File: config.mk
export PLATFORM = sky130hd
export DESIGN_NAME = guest_interrupt_injection_queue
export DESIGN_NICKNAME = d
export VERILOG_FILES = /design/src/hdl/gii_pkg.sv /design/src/hdl/gii_ram.sv /design/src/hdl/guest_interrupt_injection_queue.sv
export VERILOG_INCLUDE_DIRS = /design/src /design/src/hdl
export SDC_FILE = /design/constraint.sdc
export NUM_CORES = 1
export LEC_CHECK = 0
export ABC_AREA = 1
export BUFFER_PORTS_ARGS = -buffer_cell sky130_fd_sc_hd__buf_2
export CAP_MARGIN = 20
export CORE_MARGIN = 5
export CORE_UTILIZATION = 35
export CTS_CLUSTER_DIAMETER = 100
export CTS_CLUSTER_SIZE = 14
export DETAILED_ROUTE_END_ITERATION = 10
export PLACE_DENSITY = 0.5
export SYNTH_ARGS = -nofsm -noshare
export SYNTH_HDL_FRONTEND = slang
export SYNTH_SLANG_ARGS = --single-unit
export TNS_END_PERCENT = 1
File: constraint.sdc
create_clock -name clock -period 3 [get_ports clock]
set_input_delay 0.45 -clock clock [delete_from_list [all_inputs] [get_ports clock]]
set_output_delay 0.45 -clock clock [all_outputs]
set_load 0.005 [all_outputs]
File: src/hdl/guest_interrupt_injection_queue_macros.svh
// Assertion macros shared by the queue RTL.
`ifndef GUEST_INTERRUPT_INJECTION_QUEUE_MACROS_SVH
`define GUEST_INTERRUPT_INJECTION_QUEUE_MACROS_SVH

// Check that a condition implies another in the same cycle.
`define GII_ASSERT_SAME(label, clk, rst, ante, cons, msg) \
   label: assert property (@(posedge clk) disable iff (rst) (ante) |-> (cons)) \
      else $error(msg);

// Check that a condition implies another in the following cycle.
`define GII_ASSERT_NEXT(label, clk, rst, ante, cons, msg) \
   label: assert property (@(posedge clk) disable iff (rst) (ante) |=> (cons)) \
      else $error(msg);

`endif

File: src/hdl/gii_pkg.sv
package gii_pkg;

   // Default queue depth.
   localparam int unsigned QUEUE_DEPTH_DEF = 32;

   // Event kinds carried in the mode field.
   localparam logic MODE_EXT_IRQ = 1'b0;
   localparam logic MODE_WINDOW  = 1'b1;

   // Guest activity states that leave the interrupt window open.
   localparam logic [1:0] ACT_ACTIVE = 2'd0;
   localparam logic [1:0] ACT_HALT   = 2'd1;

   // Injection word fields.
   localparam logic [2:0] INFO_TYPE_EXT = 3'd0;
   localparam logic       INFO_VALID    = 1'b1;

   typedef struct packed {
      logic       mode;
      logic [7:0] vector;
      logic       guest_if;
      logic [1:0] activity_state;
      logic       sti_blocking;
      logic       movss_blocking;
   } req_type;

   typedef struct packed {
      logic        inject;
      logic [31:0] injection_info;
      logic        host_eoi;
      logic        window_exiting;
      logic        overflow;
      logic        empty_error;
      logic [5:0]  pending;
   } rsp_type;

   // Pack a vector into an external-interrupt injection word.
   function automatic logic [31:0] make_word(logic [7:0] vec);
      return {INFO_VALID, 20'd0, INFO_TYPE_EXT, vec};
   endfunction

endpackage

File: src/hdl/gii_ram.sv
module gii_ram #(
   parameter int unsigned WIDTH = 8,
   parameter int unsigned DEPTH = 32
) (
   input  logic                     clock,
   input  logic                     wr_en,
   input  logic [$clog2(DEPTH)-1:0] wr_addr,
   input  logic [WIDTH-1:0]         wr_data,
   input  logic [$clog2(DEPTH)-1:0] rd_addr,
   output logic [WIDTH-1:0]         rd_data
);

   logic [WIDTH-1:0] mem_ff [DEPTH];
   logic [WIDTH-1:0] rd_data_ff;

   // Write one entry, read one entry (old data on a clash).
   always_ff @(posedge clock) begin
      if (wr_en) begin
         mem_ff[wr_addr] <= wr_data;
      end
      rd_data_ff <= mem_ff[rd_addr];
   end

   assign rd_data = rd_data_ff;

endmodule

File: src/hdl/guest_interrupt_injection_queue.sv
// Channel | Direction | Handshake             | Word
// req     | in        | req_valid / req_ready | gii_pkg::req_type (event and guest state)
// rsp     | out       | rsp_valid / rsp_ready | gii_pkg::rsp_type (injection and status)
//
// One word is accepted per cycle unless the response stalls; each gives exactly
// one response, through an input register and a result register.
// The queue head is prefetched from the vector RAM, so a pop does not wait for a RAM read.
// Reset empties the queue at once; the RAM contents are never cleared.
// A stalled response holds the input register, which then holds req_ready low.
module guest_interrupt_injection_queue #(
   parameter int unsigned QUEUE_DEPTH = gii_pkg::QUEUE_DEPTH_DEF
) (
   input  logic             clock,
   input  logic             reset,
   input  logic             req_valid,
   output logic             req_ready,
   input  gii_pkg::req_type req_data,
   output logic             rsp_valid,
   input  logic             rsp_ready,
   output gii_pkg::rsp_type rsp_data
);

   import gii_pkg::*;

   localparam int unsigned AW = $clog2(QUEUE_DEPTH);
   localparam int unsigned CW = $clog2(QUEUE_DEPTH + 1);
   localparam int unsigned SW = AW + 1;
   localparam int unsigned PW = (CW > 6) ? CW : 6;

   logic            s1_valid_ff;
   req_type         s1_data_ff;
   logic            rsp_valid_ff;
   rsp_type         rsp_data_ff;
   rsp_type         rsp_data_in;

   logic [AW-1:0]   head_ff, head_in;
   logic [CW-1:0]   count_ff, count_in;
   logic            armed_ff, armed_in;
   logic            byp_ff, byp_in;
   logic [7:0]      byp_data_ff;

   logic            s1_adv;
   logic            is_ext;
   logic            win_open;
   logic            full;
   logic            has_entry;
   logic            push;
   logic            pop;
   logic [SW-1:0]   tail_sum;
   logic [SW-1:0]   tail_wrap;
   logic [AW-1:0]   tail_idx;
   logic [7:0]      ram_rd_data;
   logic [7:0]      head_vec;
   logic [7:0]      out_vec;
   logic            out_inject;
   logic [PW-1:0]   count_ext;

   // Advance the input word when the result register is free or being taken.
   assign s1_adv    = s1_valid_ff && (!rsp_valid_ff || rsp_ready);
   assign req_ready = !s1_valid_ff || s1_adv;
   assign rsp_valid = rsp_valid_ff;
   assign rsp_data  = rsp_data_ff;

   // Decode the event and the guest window.
   assign is_ext    = (s1_data_ff.mode == MODE_EXT_IRQ);
   assign win_open  = s1_data_ff.guest_if
                      && (s1_data_ff.activity_state == ACT_ACTIVE
                          || s1_data_ff.activity_state == ACT_HALT)
                      && !s1_data_ff.sti_blocking && !s1_data_ff.movss_blocking;
   assign full      = (count_ff == CW'(QUEUE_DEPTH));
   assign has_entry = (count_ff != '0);
   assign push      = s1_adv && is_ext && !win_open && !full;
   assign pop       = s1_adv && !is_ext && has_entry;

   // Tail slot, wrapped once round the ring.
   assign tail_sum  = SW'(head_ff) + SW'(count_ff);
   assign tail_wrap = (tail_sum >= SW'(QUEUE_DEPTH)) ? tail_sum - SW'(QUEUE_DEPTH) : tail_sum;
   assign tail_idx  = tail_wrap[AW-1:0];

   // Next queue state.
   always_comb begin
      head_in  = head_ff;
      count_in = count_ff;
      armed_in = armed_ff;
      if (pop) begin
         head_in  = (head_ff == AW'(QUEUE_DEPTH - 1)) ? '0 : head_ff + AW'(1);
         count_in = count_ff - CW'(1);
      end else if (push) begin
         count_in = count_ff + CW'(1);
      end
      if (s1_adv) begin
         if (!is_ext) begin
            armed_in = (count_in != '0);
         end else if (!win_open) begin
            armed_in = 1'b1;
         end
      end
   end

   // Prefetch the next head; bypass a write landing on it this cycle.
   assign byp_in   = push && (tail_idx == head_in);
   assign head_vec = byp_ff ? byp_data_ff : ram_rd_data;

   gii_ram #(
      .WIDTH (8),
      .DEPTH (QUEUE_DEPTH)
   ) u_vec_ram (
      .clock   (clock),
      .wr_en   (push),
      .wr_addr (tail_idx),
      .wr_data (s1_data_ff.vector),
      .rd_addr (head_in),
      .rd_data (ram_rd_data)
   );

   // Build the response word.
   assign out_inject = is_ext ? win_open : has_entry;
   assign out_vec    = is_ext ? s1_data_ff.vector : head_vec;
   assign count_ext  = PW'(count_in);

   always_comb begin
      rsp_data_in.inject         = out_inject;
      rsp_data_in.injection_info = out_inject ? make_word(out_vec) : 32'd0;
      rsp_data_in.host_eoi       = is_ext;
      rsp_data_in.window_exiting = armed_in;
      rsp_data_in.overflow       = is_ext && !win_open && full;
      rsp_data_in.empty_error    = !is_ext && !has_entry;
      rsp_data_in.pending        = count_ext[5:0];
   end

   // Control registers.
   always_ff @(posedge clock) begin
      if (reset) begin
         s1_valid_ff  <= 1'b0;
         rsp_valid_ff <= 1'b0;
         head_ff      <= '0;
         count_ff     <= '0;
         armed_ff     <= 1'b0;
         byp_ff       <= 1'b0;
      end else begin
         if (req_ready) begin
            s1_valid_ff <= req_valid;
         end
         if (s1_adv) begin
            rsp_valid_ff <= 1'b1;
         end else if (rsp_ready) begin
            rsp_valid_ff <= 1'b0;
         end
         head_ff  <= head_in;
         count_ff <= count_in;
         armed_ff <= armed_in;
         byp_ff   <= byp_in;
      end
   end

   // Payload registers.
   always_ff @(posedge clock) begin
      if (req_valid && req_ready) begin
         s1_data_ff <= req_data;
      end
      if (s1_adv) begin
         rsp_data_ff <= rsp_data_in;
      end
      byp_data_ff <= s1_data_ff.vector;
   end

`include "guest_interrupt_injection_queue_macros.svh"

   `GII_ASSERT_SAME(a_count_bound, clock, reset, 1'b1, count_ff <= CW'(QUEUE_DEPTH), "queue count beyond depth")
   `GII_ASSERT_SAME(a_armed_tracks_count, clock, reset, 1'b1, armed_ff == (count_ff != '0), "window arming out of step with queue")
   `GII_ASSERT_SAME(a_overflow_shape, clock, reset, rsp_valid_ff && rsp_data_ff.overflow, rsp_data_ff.host_eoi && rsp_data_ff.window_exiting && !rsp_data_ff.inject, "bad overflow response")
   `GII_ASSERT_SAME(a_info_valid, clock, reset, rsp_valid_ff, rsp_data_ff.inject == rsp_data_ff.injection_info[31], "injection word valid bit mismatch")
   `GII_ASSERT_NEXT(a_push_counts, clock, reset, push, count_ff == $past(count_ff) + CW'(1), "push did not raise the count")

endmodule

==> flow_summary.json, run 1 <==
{
  "outcome": "completed",
  "io_buffer_count": 38,
  "yosysSeqAreaShare_pct": 65.2,
  "path_delay_family": "adder cells",
  "critPathSlowestCell": "dfxtp_1",
  "synth_top_area_share_pct": 60.9,
  "ys_ff_latch": 319,
  "multi_input_area_um2": 3660,
  "cts_buffers": 26,
  "synth_area_leader_cell": "edfxtp_1",
  "period_share_pct": 89.9,
  "internal_power_uw": 6800,
  "required_ps": 3250,
  "ant_nets": 0,
  "vias": 9260,
  "critPathBufInv": 4,
  "std_cell_rows": 73,
  "cts.clk_slew.worst_paths_ps": 70,
  "clock-root-buffer": "clkbuf_16",
  "seq_area_um2": 9270,
  "finalSetupViolCount": 0,
  "fin_tns_setup_ps": 0,
  "clock_power_share_pct": 35.2,
  "synth-edff-count": 288,
  "syn_to_final_growth_pct": 11.9,
  "via_per_inst": 4.57,
  "min_path_type": "input pin to register",
  "crit_chain": "ha_1, inv_1, fa_1, o21ai_0, a21oi_1, xor2_1, buf_4, nand2_1, inv_1, nand2_1, nor2_2, buf_4",
  "synth_commonest_cells": "nand2_1, edfxtp_1, nand3_1",
  "start_util_pct": 35.6,
  "synthDistinctLibCells": 34,
  "max_freq_mhz": 371,
  "synth_area_leaders": "edfxtp_1, nand2_1, nand3_1",
  "htreeDepth": 1,
  "die_area_um2": 44700,
  "ys.flop_type": "edfxtp_1",
  "grt_antenna_before_repair": 0,
  "grt_pass1_vias": 8693,
  "slew_headroom_pct": 28.4,
  "cp_max_fo": 7,
  "synth_most_common_cell": "nand2_1",
  "max_cap_violations": 0,
  "antenna_cells": 0,
  "period_needed_ps": 2700,
  "grt_use_total_pct": 14.8,
  "grt_pass1_wl_um": 51200,
  "p_leak_uw": 0.00675,
  "die_h_um": 211,
  "avgSynthCellArea_um2": 10.1,
  "cts.sinks": 319,
  "dpl_cell_area_um2": 15100,
  "drtPass1Iterations": 5,
  "worst_ir_drop_vdd_uv": 442,
  "totalWireLength_um": 33500,
  "wl_per_cell_um": 16.5,
  "overflow": 0,
  "async_flop_share_pct": 0,
  "syn-instance-count": 1411,
  "stdcell_area_um2": 15900,
  "finalClockSkew_ps": 24.1,
  "cts_tree": "yes",
  "drc": 0,
  "netlist_area_um2": 14200,
  "nets": 1516,
  "ctsLongestPathBuffers": 3,
  "dp_hpwl_um": 21500,
  "first_iter_violations": 597,
  "core_um2": 39900,
  "crit_path_end_kind": "register",
  "worst_pin_slew_ps": 1070,
  "critPathKind": "register to register",
  "startpoint_type": "register",
  "insertion_delay_ps": 550,
  "powerDensity_nw_per_um2": 559,
  "switching_power_uw": 2090,
  "post_cts_buffers": 0,
  "p_sw_share_pct": 23.5,
  "cpPeakStageDelay_ps": 460,
  "finalHoldViolations": 0,
  "crit_arrival_ps": 2940,
  "final_layout_size_suffix_gt1_share_pct": 10.7,
  "slew_viol_final": 0,
  "die_w_um": 211,
  "fill_cells": 3893,
  "grt_max_degree": 57,
  "p_seq_share_pct": 56.1,
  "io_pins": 63,
  "power_frac_comb_pct": 8.7,
  "yosysWarnings": 0,
  "grt_setup_unrepaired": "no",
  "place.gp.congestion": 0.805,
  "finalPower_uw": 8880
}
area by class of cell:
cell class              count  share of cell area (%)
clock buffers              39                    4.53
flip-flops and latches    319                    58.3
well taps                 525                    4.13
clock inverters             1                  0.0236
multi-input cells         831                    23.0
inverters                 203                    4.81
repair buffers            108                    5.18
power groups by stage:
| stage | clock, uW | combinational, uW | sequential (uW) |
|---|---|---|---|
| global route | 3400 | 868 | 4990 |
| finish | 3130 | 774 | 4980 |
| global placement | 0 | 764 | 5090 |
| detailed placement | 0 | 770 | 5090 |
| floorplan | 0 | 530 | 5070 |
| CTS | 3230 | 773 | 4990 |
final timing paths:
| check | startpoint | end | slack [ps] | cells past startpoint |
|---|---|---|---|---|
| max | count_ff[0] | u_vec_ram.mem_ff[10][5] | 300 | 12 |
| min | req_data[5] | s1_data_ff[5] | 70 | 1 |
| max reg2reg | count_ff[0] | u_vec_ram.mem_ff[10][5] | 300 | 12 |
| min reg2reg | armed_ff | armed_ff | 530 | 2 |
state kept, by name (all words and copies together), names as in the netlist:
register and cells:
u_vec_ram.mem_ff 256, rsp_data 19, s1_data_ff 13, byp_data_ff 8
u_vec_ram.rd_data 8, count_ff 6, head_ff 5, armed_ff 1
byp_ff 1, rsp_valid 1, s1_valid_ff 1
what timing repair did:
action | CTS | global route
endpoints found under the hold margin | 0 | 0
hold buffers | 0 | 0
gates resized for setup | 0 | 2
endpoints found under the setup margin | 0 | 12
cells in the final DEF (no fill, tap or decap), types with 3 or more instances in the layout:
| cell type | count |
|---|---|
| clkbuf_1 | 12 |
| nand2_2 | 5 |
| o21ai_0 | 4 |
| edfxtp_1 | 288 |
| ha_1 | 8 |
| inv_1 | 197 |
| nor2_4 | 3 |
| nor2_1 | 65 |
| nand3_1 | 200 |
| a21oi_1 | 28 |
| nand4_1 | 3 |
| buf_2 | 38 |
| conb_1 | 23 |
| clkbuf_16 | 27 |
| nand2_4 | 3 |
| nand2_1 | 467 |
| xor2_1 | 3 |
| buf_4 | 62 |
| dfxtp_1 | 31 |
| buf_12 | 7 |
| nor3_1 | 3 |
| inv_2 | 4 |
stage by stage:
| stage | worst slack [ps] | hold slack (ps) | instances | util [%] |
|---|---|---|---|---|
| 4_1_cts | 227 | 46.8 | 2025 | 39.8 |
| 6_report | 303 | 71.0 | 2026 | 39.8 |
| 2_1_floorplan | 17.7 | 462 | 1433 | - |
| 5_1_grt | 13.8 | 49.9 | 2026 | 39.8 |
| 3_5_place_dp | 236 | 519 | 1985 | 37.9 |
| 3_3_place_gp | 271 | 480 | 1985 | 37.9 |
logic make-up after synthesis:
group	Yosys count	synth area share, %
AND/OR/NAND/NOR	756	22.4
flip-flops	319	65.2
AO/OA/AOI/OAI	38	1.43
other	1	0.0264
XOR/XNOR	5	0.308
adder cells (fa/ha/maj)	9	0.845
buffers and inverters	283	9.71
per-layer routing:
layer	wire [um]	GRT usage, %	vias up
li1	-	-	4664
met1	15300	20.8	4371
met2	15700	23.9	175
met3	1560	2.15	50
met4	886	4.20	0
met5	0	0	-
Note: power is estimated with default switching activity, not from simulation.
==> run 2, diff against run 1 <==
--- a/config.mk
+++ b/config.mk
@@ -6,15 +6,14 @@
 export SDC_FILE = /design/constraint.sdc
 export NUM_CORES = 1
 export LEC_CHECK = 0
-export ABC_AREA = 1
 export BUFFER_PORTS_ARGS = -buffer_cell sky130_fd_sc_hd__buf_2
 export CAP_MARGIN = 20
 export CORE_MARGIN = 5
-export CORE_UTILIZATION = 35
+export CORE_UTILIZATION = 55
 export CTS_CLUSTER_DIAMETER = 100
 export CTS_CLUSTER_SIZE = 14
 export DETAILED_ROUTE_END_ITERATION = 10
-export PLACE_DENSITY = 0.5
+export PLACE_DENSITY = 0.73
 export SYNTH_ARGS = -nofsm -noshare
 export SYNTH_HDL_FRONTEND = slang
 export SYNTH_SLANG_ARGS = --single-unit
==> run 2 against run 1 <==
Net effect: the flow now finishes with violations (setup timing); via count fell by 8.6%; global-route usage rose by 6.8 points; non-clock buffer count rose by 35; clock power barely moved; wire length fell by 7.8%; sequential power barely moved; combinational power fell by 24%; core utilization rose by 24 points.
==> flow_summary.json, run 2 <==
{
  "yosysWarnings": 0,
  "ctsHoldBuffers": 0,
  "avgSynthCellArea_um2": 13.8,
  "first_iter_violations": 884,
  "wl_per_cell_um": 21.7,
  "cp-endpoint": "u_vec_ram.rd_data[1]",
  "startpoint_type": "register",
  "period_share_pct": 102,
  "grt_pass1_wl_um": 46800,
  "totalWireLength_um": 30900,
  "dp_cells": 1376,
  "std_cell_rows": 57,
  "synthAdderAreaFrac_pct": 0.899,
  "grt_use_total_pct": 21.6,
  "slew_headroom_pct": 31.5,
  "min_path_type": "input pin to register",
  "crit_path_end_kind": "register",
  "antenna_cells": 0,
  "finalClockSkew_ps": 14.0,
  "insertion_delay_ps": 540,
  "cp_max_fo": 9,
  "ctsResizeCount": 0,
  "fin_tns_setup_ps": -274,
  "max_cap_violations": 0,
  "cts.clk_slew.worst_paths_ps": 70,
  "nets": 1107,
  "grt_setup_unrepaired": "yes",
  "ant_nets": 0,
  "worst_pin_slew_ps": 1030,
  "grt_antenna_before_repair": 0,
  "die_w_um": 166,
  "crit_arrival_ps": 3480,
  "start_util_pct": 55.4,
  "worst_ir_drop_vdd_uv": 592,
  "synth_area_leader_cell": "edfxtp_1",
  "cts_buffers": 26,
  "finalHoldViolations": 0,
  "slew_viol_final": 0,
  "syn_to_final_growth_pct": 14.3,
  "synth_top_family_by_area": "compound AO/OA/AOI/OAI gates",
  "setup.worst_path.start": "count_ff[0]",
  "synth_most_common_cell": "edfxtp_1",
  "overflow": 0,
  "cts.sinks": 319,
  "largest_register_ffs": 256,
  "vias": 8463,
  "p_leak_uw": 0.00533,
  "synth.area.mux_share_pct": 3.30,
  "violations": "setup timing",
  "final_layout_size_suffix_gt1_share_pct": 18.9,
  "io_pins": 63,
  "io_buffer_count": 38,
  "clock-root-buffer": "clkbuf_16",
  "place_ws_ps": 6.16,
  "final_common_cell": "edfxtp_1",
  "grt_max_degree": 49,
  "post_cts_buffers": 0,
  "reg2reg_depth": 10,
  "synth_compound_area_share_pct": 13.0,
  "outcome": "complete, but fails checks",
  "synthDistinctLibCells": 64,
  "finalSetupViolCount": 6,
  "synth-edff-count": 288,
  "core_um2": 24100,
  "async_flop_share_pct": 0,
  "yosys.area_share.simple_pct": 8.07,
  "r2r_setup_slack_ps": -70,
  "die_h_um": 166,
  "die_area_um2": 27500,
  "critPathKind": "register to register",
  "ctsLongestPathBuffers": 3,
  "via_per_inst": 5.94,
  "top_register": "u_vec_ram.mem_ff",
  "r2r_start": "count_ff[0]",
  "stdcell_count": 1424,
  "rr_endpoint": "u_vec_ram.rd_data[1]",
  "place.gp.congestion": 0.930,
  "netlist_area_um2": 13400,
  "ys.flop_type": "edfxtp_1",
  "syn-instance-count": 967,
  "cts_tree": "yes",
  "fin_ws_ps": -72.6,
  "synth_top_area_share_pct": 64.8,
  "ys_ff_latch": 319,
  "drtPass1Iterations": 7,
  "powerDensity_nw_per_um2": 570,
  "required_ps": 3410,
  "synth_xor_area_share_pct": 0.984,
  "max_freq_mhz": 325,
  "period_needed_ps": 3070,
  "dp_hpwl_um": 20500,
  "synth_commonest_cells": "edfxtp_1, nand2_1, nor2_1",
  "yosysSeqAreaShare_pct": 69.4,
  "drc": 0,
  "synth_area_leaders": "edfxtp_1, dfxtp_1, nand2_1",
  "final_cell_mix": "edfxtp_1, nand2_1, buf_4",
  "grt_pass1_vias": 8218,
  "htreeDepth": 1,
  "final_util_pct": 63.3
}
run 2: changes by cell type in the layout (fill, tap and decap cells not counted), moves of 19 or more:
cell / change
nand2_1: -340
nand3_1: -190
inv_1: -170
mux2i_1: +40
buf_4: +36
a22oi_1: +28
a211oi_1: +27
a31oi_1: +27
a221oi_1: +21
a21oi_1: +19
run 2: where the power goes:
group          switching (uW)  total [uW]  internal [uW]
registers                68.6        4990           4920
logic                     364         587            223
clock network            1450        3130           1680
total                    1880        8710           6820
run 2: through the flow:
stage          instance area, um^2  total power [uW]  hold WS (ps)
6_report                     15300              8710          81.7
4_1_cts                      15200              8740          63.3
5_1_grt                      15300              8990          66.2
2_1_floorplan                13400              5440           503
3_5_place_dp                 14500              5660           554
3_3_place_gp                 14500              5640           526
run 2: layout make-up:
cell class,instances,area [um^2]
inverter,27,101
sequential,319,9270
clock buffer,47,751
timing repair buffer,143,1070
fill,1788,8830
tap,324,405
multi-input combinational,563,3670
clock inverter,1,5.00
run 2: worst min path at each step:
stage,start,cells past startpoint,endpoint,slack [ps]
floorplan,s1_valid_ff,2,rsp_valid,500
global placement,s1_valid_ff,2,rsp_valid,530
detailed placement,s1_valid_ff,2,rsp_valid,550
CTS,req_data[9],1,s1_data_ff[9],60
global route,req_data[12],1,s1_data_ff[12],70
finish,req_data[9],1,s1_data_ff[9],80
run 2: worst max-delay path, cell delays in order (launching register included):
cell,delay (ps)
dfxtp_1,320
inv_1,80
ha_1,160
or4b_1,530
o211ai_4,370
buf_4,210
nand2_1,260
a221oi_1,520
a211oi_2,80
a31oi_1,300
nand4_1,120
run 2: layer usage:
layer / vias to the layer above / track usage, % / part of all wire, %
met5: - / 0 / 0
met4: 0 / 6.64 / 3.2
met3: 75 / 2.79 / 6.8
met2: 371 / 36.5 / 50
met1: 4140 / 29.5 / 40
li1: 3877 / - / -
run 2: logic make-up (layout without fill, tap and decap cells):
group           after synthesis  in the layout
compound gates              231            231
mux                          43             43
fa+ha+maj                     9              9
other cells                   1             23
xor+xnor                     15             15
simple gates                242            242
buf+inv                     107            218
flops                       319            319
